[src/sv/rau_pkg.sv]
// rau_pkg: shared types and codes of the rational arithmetic unit
// depends on nothing; used by the top level and the channel interfaces
package rau_pkg;

    typedef enum logic [3:0] {
        S_IDLE,
        S_MUL1,
        S_MUL2,
        S_MUL3,
        S_COMB,
        S_RED,
        S_GSH,
        S_GCD,
        S_DIVN,
        S_DIVD,
        S_CHK,
        S_OUT
    } t_state;

    typedef logic [2:0] t_mode;
    typedef logic [1:0] t_status;

    localparam t_mode MODE_NORM   = 3'd0;
    localparam t_mode MODE_ADD    = 3'd1;
    localparam t_mode MODE_SUB    = 3'd2;
    localparam t_mode MODE_MUL    = 3'd3;
    localparam t_mode MODE_DIV    = 3'd4;
    localparam t_mode MODE_LT     = 3'd5;
    localparam t_mode MODE_EQ     = 3'd6;
    localparam t_mode MODE_UNUSED = 3'd7;

    localparam t_status ST_OK       = 2'd0;
    localparam t_status ST_ZERO_DEN = 2'd1;
    localparam t_status ST_OVF      = 2'd2;

endpackage

[src/sv/rau_req_if.sv]
// rau_req_if: request channel carrying an operation code and two fractions
// depends on rau_pkg for the mode type
interface rau_req_if;
    logic                valid;
    logic                ready;
    rau_pkg::t_mode      mode;
    logic signed [31:0]  a_num;
    logic signed [31:0]  a_den;
    logic signed [31:0]  b_num;
    logic        [30:0]  b_den;

    modport source (output valid, mode, a_num, a_den, b_num, b_den, input ready);
    modport sink   (input valid, mode, a_num, a_den, b_num, b_den, output ready);
endinterface

[src/sv/rau_rsp_if.sv]
// rau_rsp_if: response channel carrying the reduced fraction, flag and status
// depends on rau_pkg for the status type
interface rau_rsp_if;
    logic                valid;
    logic                ready;
    logic signed [31:0]  res_num;
    logic        [30:0]  res_den;
    logic                cmp_true;
    rau_pkg::t_status    status;

    modport source (output valid, res_num, res_den, cmp_true, status, input ready);
    modport sink   (input valid, res_num, res_den, cmp_true, status, output ready);
endinterface

[src/sv/rational_arithmetic_unit.sv]
// sequence after accept: errors and the unused mode go straight to the output stage,
// compares run two multiplies and the combine; normalize starts at the reduction, multiply
// and divide add two multiplies, add and subtract three plus a possible combine retry;
// then the data-dependent binary gcd loop and 4*WORD_BITS restoring division steps; a zero result skips both
// one request at a time: ready returns the cycle after the response is loaded
// reset: synchronous active-low i_rst_n returns the sequencer to idle, no output
module rational_arithmetic_unit #(
    parameter int WORD_BITS = 32
) (
    input  logic i_clk,
    input  logic i_rst_n,
    rau_req_if.sink   i_req,
    rau_rsp_if.source o_rsp
);
    import rau_pkg::*;

    localparam int W  = WORD_BITS;
    localparam int W2 = 2 * WORD_BITS;
    localparam int KW = $clog2(W2 + 1);
    localparam int CW = $clog2(W2);
    localparam logic [CW-1:0] CNT_LAST = CW'(W2 - 1);
    localparam logic [W2-1:0] HALF     = W2'(1) << (W - 1);

    t_state r_state, n_state;
    t_mode  r_mode, n_mode;
    logic [W-1:0]  r_xm, n_xm, r_xd, n_xd, r_ym, n_ym, r_yd, n_yd;
    logic [W2-1:0] r_p1, n_p1, r_p2, n_p2, r_num, n_num, r_den, n_den;
    logic [W2-1:0] r_u, n_u, r_v, n_v;
    logic          r_sx, n_sx, r_sy, n_sy, r_neg, n_neg;
    logic [KW-1:0] r_k, n_k;
    logic [CW-1:0] r_cnt, n_cnt;
    // staged result
    logic [31:0]   r_s_num, n_s_num;
    logic [30:0]   r_s_den, n_s_den;
    logic          r_s_cmp, n_s_cmp;
    t_status       r_s_st, n_s_st;
    // output register
    logic          r_ovalid, n_ovalid;
    logic [31:0]   r_o_num, n_o_num;
    logic [30:0]   r_o_den, n_o_den;
    logic          r_o_cmp, n_o_cmp;
    t_status       r_o_st, n_o_st;

    // operand decode from the request
    logic [W-1:0] in_an, in_ad, in_bn, in_am, in_adm, in_bm, in_bd;
    logic         accept, in_zero_den, in_div_zero;

    assign in_an  = i_req.a_num[W-1:0];
    assign in_ad  = i_req.a_den[W-1:0];
    assign in_bn  = i_req.b_num[W-1:0];
    assign in_am  = in_an[W-1] ? (~in_an + 1'b1) : in_an;
    assign in_adm = in_ad[W-1] ? (~in_ad + 1'b1) : in_ad;
    assign in_bm  = in_bn[W-1] ? (~in_bn + 1'b1) : in_bn;
    assign in_bd  = {1'b0, i_req.b_den[W-2:0]};
    assign in_zero_den = (in_ad == '0) || ((i_req.mode != MODE_NORM) && (in_bd == '0));
    assign in_div_zero = (i_req.mode == MODE_DIV) && (in_bn == '0);

    assign i_req.ready = (r_state == S_IDLE);
    assign accept      = i_req.valid && (r_state == S_IDLE);

    // shared multiplier
    logic [W-1:0]  mul_a, mul_b;
    logic [W2-1:0] mul_p;

    always_comb begin
        mul_a = r_xd;
        mul_b = r_yd;
        unique case (r_state)
            S_MUL1: begin
                mul_a = r_xm;
                mul_b = (r_mode == MODE_MUL) ? r_ym : r_yd;
            end
            S_MUL2: begin
                mul_a = r_xd;
                mul_b = (r_mode == MODE_MUL) ? r_yd : r_ym;
            end
            default: begin
                mul_a = r_xd;
                mul_b = r_yd;
            end
        endcase
    end
    assign mul_p = W2'(mul_a) * W2'(mul_b);

    // shared subtractor: add/sub and compares, gcd, division
    logic [W2-1:0] sub_x, sub_y, remsh, sub_d;
    logic [W2:0]   sub_full;
    logic          sub_borrow;

    assign remsh = (r_state == S_DIVD) ? {r_v[W2-2:0], r_den[W2-1]}
                                       : {r_v[W2-2:0], r_num[W2-1]};
    always_comb begin
        unique case (r_state)
            S_COMB:         begin sub_x = r_p1;  sub_y = r_p2; end
            S_GCD:          begin sub_x = r_v;   sub_y = r_u;  end
            S_DIVN, S_DIVD: begin sub_x = remsh; sub_y = r_u;  end
            default:        begin sub_x = r_p1;  sub_y = r_p2; end
        endcase
    end
    assign sub_full   = {1'b0, sub_x} - {1'b0, sub_y};
    assign sub_d      = sub_full[W2-1:0];
    assign sub_borrow = sub_full[W2];

    // compare flags on the cross products
    logic vx, vy, lt_flag, eq_flag;
    assign vx      = r_sx && (r_p1 != '0);
    assign vy      = r_sy && (r_p2 != '0);
    assign lt_flag = (vx && !vy) || (!vx && !vy && sub_borrow)
                   || (vx && vy && !sub_borrow && (sub_d != '0));
    assign eq_flag = (vx == vy) && (sub_d == '0);

    // signed result and range check
    logic [W2-1:0]    sval;
    logic [W2+31:0]   sext;
    logic [W2+30:0]   dext;
    logic             fits;
    assign sval = r_neg ? (~r_num + 1'b1) : r_num;
    assign sext = {{32{sval[W2-1]}}, sval};
    assign dext = {31'b0, r_den};
    assign fits = (r_neg ? (r_num <= HALF) : (r_num <= HALF - 1'b1))
                  && (r_den <= HALF - 1'b1);

    logic out_free;
    assign out_free = !r_ovalid || o_rsp.ready;

    // next state
    always_comb begin
        n_state = r_state;
        unique case (r_state)
            S_IDLE: begin
                if (accept) begin
                    if (i_req.mode == MODE_UNUSED || in_zero_den || in_div_zero)
                        n_state = S_OUT;
                    else if (i_req.mode == MODE_NORM)
                        n_state = S_RED;
                    else
                        n_state = S_MUL1;
                end
            end
            S_MUL1: n_state = S_MUL2;
            S_MUL2: begin
                if (r_mode == MODE_ADD || r_mode == MODE_SUB) n_state = S_MUL3;
                else n_state = S_COMB;
            end
            S_MUL3: n_state = S_COMB;
            S_COMB: begin
                if (r_mode == MODE_LT || r_mode == MODE_EQ)
                    n_state = S_OUT;
                else if ((r_mode == MODE_ADD || r_mode == MODE_SUB)
                         && r_sx != r_sy && sub_borrow)
                    n_state = S_COMB;
                else
                    n_state = S_RED;
            end
            S_RED:  n_state = (r_num == '0) ? S_OUT : S_GSH;
            S_GSH:  n_state = (!r_u[0] && !r_v[0]) ? S_GSH : S_GCD;
            S_GCD:  n_state = (r_v == '0) ? S_DIVN : S_GCD;
            S_DIVN: n_state = (r_cnt == CNT_LAST) ? S_DIVD : S_DIVN;
            S_DIVD: n_state = (r_cnt == CNT_LAST) ? S_CHK : S_DIVD;
            S_CHK:  n_state = S_OUT;
            S_OUT:  n_state = out_free ? S_IDLE : S_OUT;
            default: n_state = S_IDLE;
        endcase
    end

    // datapath next values
    always_comb begin
        n_mode = r_mode; n_xm = r_xm; n_xd = r_xd; n_ym = r_ym; n_yd = r_yd;
        n_p1 = r_p1; n_p2 = r_p2; n_num = r_num; n_den = r_den;
        n_u = r_u; n_v = r_v; n_sx = r_sx; n_sy = r_sy; n_neg = r_neg;
        n_k = r_k; n_cnt = r_cnt;
        n_s_num = r_s_num; n_s_den = r_s_den; n_s_cmp = r_s_cmp; n_s_st = r_s_st;
        unique case (r_state)
            S_IDLE: begin
                if (accept) begin
                    n_mode = i_req.mode;
                    n_xm = in_am; n_xd = in_adm; n_ym = in_bm; n_yd = in_bd;
                    n_sx = in_an[W-1] ^ in_ad[W-1];
                    n_sy = in_bn[W-1] ^ (i_req.mode == MODE_SUB);
                    n_num = W2'(in_am);
                    n_den = W2'(in_adm);
                    n_neg = in_an[W-1] ^ in_ad[W-1];
                    n_s_num = '0; n_s_cmp = 1'b0;
                    if (i_req.mode == MODE_UNUSED) begin
                        n_s_den = 31'd1; n_s_st = ST_OK;
                    end else begin
                        n_s_den = '0; n_s_st = ST_ZERO_DEN;
                    end
                end
            end
            S_MUL1: n_p1 = mul_p;
            S_MUL2: n_p2 = mul_p;
            S_MUL3: n_den = mul_p;
            S_COMB: begin
                n_s_num = '0; n_s_den = '0; n_s_st = ST_OK;
                n_s_cmp = (r_mode == MODE_LT) ? lt_flag : eq_flag;
                if (r_mode == MODE_MUL || r_mode == MODE_DIV) begin
                    n_num = r_p1; n_den = r_p2; n_neg = r_sx ^ r_sy;
                end else if (r_sx == r_sy) begin
                    n_num = r_p1 + r_p2; n_neg = r_sx;
                end else if (sub_borrow) begin
                    // larger magnitude to the left, retry
                    n_p1 = r_p2; n_p2 = r_p1; n_sx = r_sy; n_sy = r_sx;
                end else begin
                    n_num = sub_d; n_neg = r_sx;
                end
            end
            S_RED: begin
                n_u = r_num; n_v = r_den; n_k = '0;
                n_s_num = '0; n_s_den = 31'd1; n_s_cmp = 1'b0; n_s_st = ST_OK;
            end
            S_GSH: begin
                if (!r_u[0] && !r_v[0]) begin
                    n_u = r_u >> 1; n_v = r_v >> 1; n_k = r_k + 1'b1;
                end
            end
            S_GCD: begin
                if (r_v == '0) begin
                    n_u = r_u << r_k; n_cnt = '0;
                end else if (!r_u[0]) begin
                    n_u = r_u >> 1;
                end else if (!r_v[0]) begin
                    n_v = r_v >> 1;
                end else if (sub_borrow) begin
                    n_u = r_v; n_v = r_u;
                end else begin
                    n_v = sub_d;
                end
            end
            S_DIVN, S_DIVD: begin
                // one restoring division step, quotient shifts into the operand
                n_v = sub_borrow ? remsh : sub_d;
                if (r_state == S_DIVN) n_num = {r_num[W2-2:0], !sub_borrow};
                else                   n_den = {r_den[W2-2:0], !sub_borrow};
                n_cnt = r_cnt + 1'b1;
                if (r_cnt == CNT_LAST) begin
                    n_cnt = '0; n_v = '0;
                end
            end
            S_CHK: begin
                n_s_cmp = 1'b0;
                if (fits) begin
                    n_s_num = sext[31:0]; n_s_den = dext[30:0]; n_s_st = ST_OK;
                end else begin
                    n_s_num = '0; n_s_den = '0; n_s_st = ST_OVF;
                end
            end
            default: ;
        endcase
    end

    // output register
    always_comb begin
        n_ovalid = r_ovalid;
        n_o_num = r_o_num; n_o_den = r_o_den; n_o_cmp = r_o_cmp; n_o_st = r_o_st;
        if (r_ovalid && o_rsp.ready) n_ovalid = 1'b0;
        if (r_state == S_OUT && out_free) begin
            n_ovalid = 1'b1;
            n_o_num = r_s_num; n_o_den = r_s_den; n_o_cmp = r_s_cmp; n_o_st = r_s_st;
        end
    end

    assign o_rsp.valid    = r_ovalid;
    assign o_rsp.res_num  = r_o_num;
    assign o_rsp.res_den  = r_o_den;
    assign o_rsp.cmp_true = r_o_cmp;
    assign o_rsp.status   = r_o_st;

    // control registers
    always_ff @(posedge i_clk) begin
        if (!i_rst_n) begin
            r_state  <= S_IDLE;
            r_ovalid <= 1'b0;
        end else begin
            r_state  <= n_state;
            r_ovalid <= n_ovalid;
        end
    end

    // payload registers
    always_ff @(posedge i_clk) begin
        r_mode <= n_mode; r_xm <= n_xm; r_xd <= n_xd; r_ym <= n_ym; r_yd <= n_yd;
        r_p1 <= n_p1; r_p2 <= n_p2; r_num <= n_num; r_den <= n_den;
        r_u <= n_u; r_v <= n_v; r_sx <= n_sx; r_sy <= n_sy; r_neg <= n_neg;
        r_k <= n_k; r_cnt <= n_cnt;
        r_s_num <= n_s_num; r_s_den <= n_s_den; r_s_cmp <= n_s_cmp; r_s_st <= n_s_st;
        r_o_num <= n_o_num; r_o_den <= n_o_den; r_o_cmp <= n_o_cmp; r_o_st <= n_o_st;
    end

endmodule

[src/flat_wrapper.sv]
// flat-port wrapper written by rule: the top's interface ports become plain ports
module rational_arithmetic_unit_flat import rau_pkg::*;
#(
    parameter int WORD_BITS = 32
)
  (i_clk, i_rst_n, i_req_valid, i_req_mode, i_req_a_num, i_req_a_den, i_req_b_num, i_req_b_den, i_req_ready, o_rsp_valid, o_rsp_res_num, o_rsp_res_den, o_rsp_cmp_true, o_rsp_status, o_rsp_ready);
  rau_req_if i_req_i ();
  rau_rsp_if o_rsp_i ();
  input  logic i_clk;
  input  logic i_rst_n;
  input wire logic [$bits(i_req_i.valid)-1:0] i_req_valid;
  input wire logic [$bits(i_req_i.mode)-1:0] i_req_mode;
  input wire logic [$bits(i_req_i.a_num)-1:0] i_req_a_num;
  input wire logic [$bits(i_req_i.a_den)-1:0] i_req_a_den;
  input wire logic [$bits(i_req_i.b_num)-1:0] i_req_b_num;
  input wire logic [$bits(i_req_i.b_den)-1:0] i_req_b_den;
  output wire logic [$bits(i_req_i.ready)-1:0] i_req_ready;
  output wire logic [$bits(o_rsp_i.valid)-1:0] o_rsp_valid;
  output wire logic [$bits(o_rsp_i.res_num)-1:0] o_rsp_res_num;
  output wire logic [$bits(o_rsp_i.res_den)-1:0] o_rsp_res_den;
  output wire logic [$bits(o_rsp_i.cmp_true)-1:0] o_rsp_cmp_true;
  output wire logic [$bits(o_rsp_i.status)-1:0] o_rsp_status;
  input wire logic [$bits(o_rsp_i.ready)-1:0] o_rsp_ready;
  assign i_req_i.valid = i_req_valid;
  assign i_req_i.mode = i_req_mode;
  assign i_req_i.a_num = i_req_a_num;
  assign i_req_i.a_den = i_req_a_den;
  assign i_req_i.b_num = i_req_b_num;
  assign i_req_i.b_den = i_req_b_den;
  assign i_req_ready = i_req_i.ready;
  assign o_rsp_valid = o_rsp_i.valid;
  assign o_rsp_res_num = o_rsp_i.res_num;
  assign o_rsp_res_den = o_rsp_i.res_den;
  assign o_rsp_cmp_true = o_rsp_i.cmp_true;
  assign o_rsp_status = o_rsp_i.status;
  assign o_rsp_i.ready = o_rsp_ready;
  rational_arithmetic_unit #(.WORD_BITS(WORD_BITS)) u_core (.i_clk(i_clk), .i_rst_n(i_rst_n), .i_req(i_req_i), .o_rsp(o_rsp_i));
endmodule
[config.mk]
export PLATFORM = sky130hd
export DESIGN_NAME = rational_arithmetic_unit_flat
export DESIGN_NICKNAME = d
export VERILOG_FILES = /design/src/sv/rau_pkg.sv /design/src/sv/rau_req_if.sv /design/src/sv/rau_rsp_if.sv /design/src/sv/rational_arithmetic_unit.sv /design/src/flat_wrapper.sv
export SDC_FILE = /design/constraint.sdc
export NUM_CORES = 2
export LEC_CHECK = 0
export BUFFER_PORTS_ARGS = -buffer_cell sky130_fd_sc_hd__buf_2
export CAP_MARGIN = 10
export CORE_MARGIN = 3
export CORE_UTILIZATION = 55
export CTS_BUF_LIST = sky130_fd_sc_hd__clkbuf_4 sky130_fd_sc_hd__clkbuf_8 sky130_fd_sc_hd__clkbuf_16
export CTS_CLUSTER_SIZE = 24
export DETAILED_ROUTE_END_ITERATION = 10
export GPL_ROUTABILITY_DRIVEN = 0
export MAX_ROUTING_LAYER = met4
export PLACE_DENSITY = 0.72
export SYNTH_ARGS = -nofsm -noshare
export SYNTH_HDL_FRONTEND = slang
export SYNTH_SLANG_ARGS = --single-unit
[constraint.sdc]
create_clock -name i_clk -period 23.1 [get_ports i_clk]
set_clock_uncertainty 0.2 [all_clocks]
set_input_delay 1.155 -clock i_clk [delete_from_list [all_inputs] [get_ports i_clk]]
set_output_delay 1.155 -clock i_clk [all_outputs]
set_load 0.02 [all_outputs]
==> out/results.ini <==
[run_status]
status = finished clean

[sta]
relSlewSlack_pct = 11.1
fmax_mhz = 75.4
rsz0062_at_grt = false
period_minus_slack_ns = 13.26
drv_slew = 0
final.setup.tns_ns = 0
hold_viol = 0
tightest_slew_ns = 1.32
timing.final.crit_share_pct = 57.4
setup_viol = 0

[synth]
synth.area.mux_share_pct = 4.89
synth.yosys.seq_area_share_pct = 25.5
yosysTopAreaCellShare_pct = 25.4
syn_avg_cell_area_um2 = 9.00
synth_area_leader_cell = edfxtp_1
netlist_top_cells_area = edfxtp_1 25%, fa_1 23%, nand2_1 6.5%
synthXorXnorAreaFrac_pct = 3.45
syn_inst = 8705
syn_nets = 10100
ys_async_sr_fraction_pct = 0
synth_top_family_by_area = adder cells
synth-adder-area-share_pct = 29.3
ys_ff_latch = 667
synth_compound_area_share_pct = 13.9
synth_warnings = 0
synth_ff_type = edfxtp_1
post_synth_instance_area_um2 = 78400
yosys.area_share.simple_pct = 15.9
ys_types = 96
synth_edf_count = 662

[worst_setup_path]
crit_slowest_cell = dfxtp_1
critPathMaxStageDelay_ns = 0.97
critPathMaxFanout = 52
start_kind = flop
timing.rr.start = u_core.r_state[1]
critPathRequiredTime_ns = 23.32
crit_path_frequent_cell = fa_1
arrival_ns = 13.48
startpoint = u_core.r_state[1]
cp-end-kind = flop
criticalPathCategory = flop to flop

[die]
rows = 137
fp.dieH_um = 384
die_width_um = 384
io_pins = 202
core_area_um2 = 141000
initial_core_util_pct = 55.8
die_area_um2 = 147000

[drt]
via_count = 70900
viasPerCell = 6.70
wl_um = 294000
wl_per_cell_um = 27.8
drcViolationCount = 0
drtAntennaViolNets = 0
first_pass_iters = 10
drt_iter0_drc = 11300

[hold_path]
hp-class = flop to flop
min_from = u_core.r_s_den[28]

[global_routing]
grt_pass1_wl_um = 433000
track_usage_pct = 40.7
grt_max_degree = 196
grt_overflow_total = 0
grt_pass1_vias = 68700
antenna_found_initial = 20

[layout]
nFillCells = 12000
final_net_count = 10100
drive_gt1_share_pct = 8.04
area_growth_pct = 6.91

[clock_tree]
clockRootBuffer = clkbuf_16
cts.clk_slew.worst_paths_ns = 0.06
htreeDepth = 3
numClockSinks = 667
cts_resized = 0
cts_buffers = 75
postCtsSetupBuffers = 0
clk_latency_ns = 0.69
clock_tree.buffer_depth = 3
ctsHoldBuffers = 0
cts_tree = done

[run]
max_cap_violations = 0

[placed_design]
dp_hpwl_um = 225000
io_buffer_count = 201

-- synth_stat cells, types with 108 or more instances --
cell type / count
a22oi_1: 125
mux2i_1: 192
edfxtp_1: 662
inv_1: 972
a21o_1: 130
clkbuf_1: 440
xnor2_1: 201
fa_1: 898
nand2_1: 1365
xor2_1: 108
a21oi_1: 483
nor2_1: 1032
o21ai_0: 384
ha_1: 399
-- path summary, 6_finish.rpt --
kind                            depth (start not counted)                       end  slack (ns)
worst max-delay path                                   33          u_core.r_den[52]        9.84
worst min-delay path                                    0  u_core.o_rsp.res_den[28]        0.22
worst max register to register                         33          u_core.r_den[52]        9.84
worst min register to register                          0  u_core.o_rsp.res_den[28]        0.22
-- logic make-up after synthesis --
group           count (synthesis)
compound gates               1692
simple gates                 2950
fa+ha+maj                    1297
buf+inv                      1477
flops                         667
mux                           313
xor+xnor                      309
-- critical path, delay by kind of cell, from the launching register on --
kind | cells | cell delay [ns]
buffers and inverters | 7 | 1.58
adders and majority gates | 9 | 4.49
and+or+nand+nor | 5 | 0.85
DFF | 1 | 0.97
xor gates and xnor gates | 1 | 0.19
AOI/OAI and AO/OA | 9 | 3.62
muxes | 2 | 0.97
-- state kept, by name, summed over array words and instances (netlist names), 32 cells and up --
register	flops
u_core.r_xm	32
u_core.o_rsp.res_num	32
u_core.r_den	64
u_core.r_p2	64
u_core.r_u	64
u_core.r_v	64
u_core.r_s_num	32
u_core.r_xd	32
u_core.r_p1	64
u_core.r_num	64
u_core.r_ym	32
-- layout make-up --
type                       instances  area, µm²  area share [%]
clock inverter                    50        432           0.515
multi-input combinational       6561      53300            63.6
sequential                       667      20000            23.8
inverter                         975       3660            4.37
antenna                           24       60.1          0.0717
tap                             1876       2350            2.80
clock buffer                      86       1980            2.36
timing repair buffer             341       2070            2.47
-- stage by stage --
step / setup WS [ns] / hold slack, ns / cell area (µm²) / instances / util [%]
global placement: 10.67 / 0.202 / 81300 / 10400 / 57.9
detailed placement: 10.41 / 0.205 / 81300 / 10400 / 57.9
CTS: 10.37 / 0.218 / 83700 / 10600 / 59.6
global route: 9.57 / 0.223 / 83800 / 10600 / 59.6
finish: 9.84 / 0.217 / 83800 / 10600 / 59.6
floorplan: 13.04 / 0.200 / 78400 / 8705 / -
-- layer usage --
metal / up-vias / GRT usage (%) / wire (µm)
li1: 29400 / - / -
met1: 34000 / 49.1 / 99200
met2: 5908 / 56.8 / 122000
met3: 1516 / 14.5 / 45900
met4: 0 / 28.3 / 27100
met5: - / - / 0
-- layout by cell type (no fill, tap or decap), types with 50 or more instances in the layout --
| cell | instances |
|---|---|
| a21o_1 | 129 |
| a21oi_1 | 480 |
| a221oi_1 | 72 |
| a22oi_1 | 125 |
| a31oi_1 | 59 |
| and3_1 | 50 |
| buf_2 | 201 |
| buf_4 | 139 |
| clkbuf_16 | 76 |
| edfxtp_1 | 662 |
| fa_1 | 898 |
| ha_1 | 399 |
| inv_1 | 972 |
| mux2_2 | 67 |
| mux2i_1 | 148 |
| nand2_1 | 1361 |
| nand3_1 | 81 |
| nand4_1 | 62 |
| nor2_1 | 1022 |
| nor4_1 | 86 |
| o211ai_1 | 56 |
| o21ai_0 | 384 |
| o31ai_1 | 54 |
| or3_1 | 52 |
| xnor2_1 | 200 |
| xor2_1 | 107 |
Power is not shown: default switching activity piles up to over one toggle a cycle in this logic, so the estimate is an artifact.
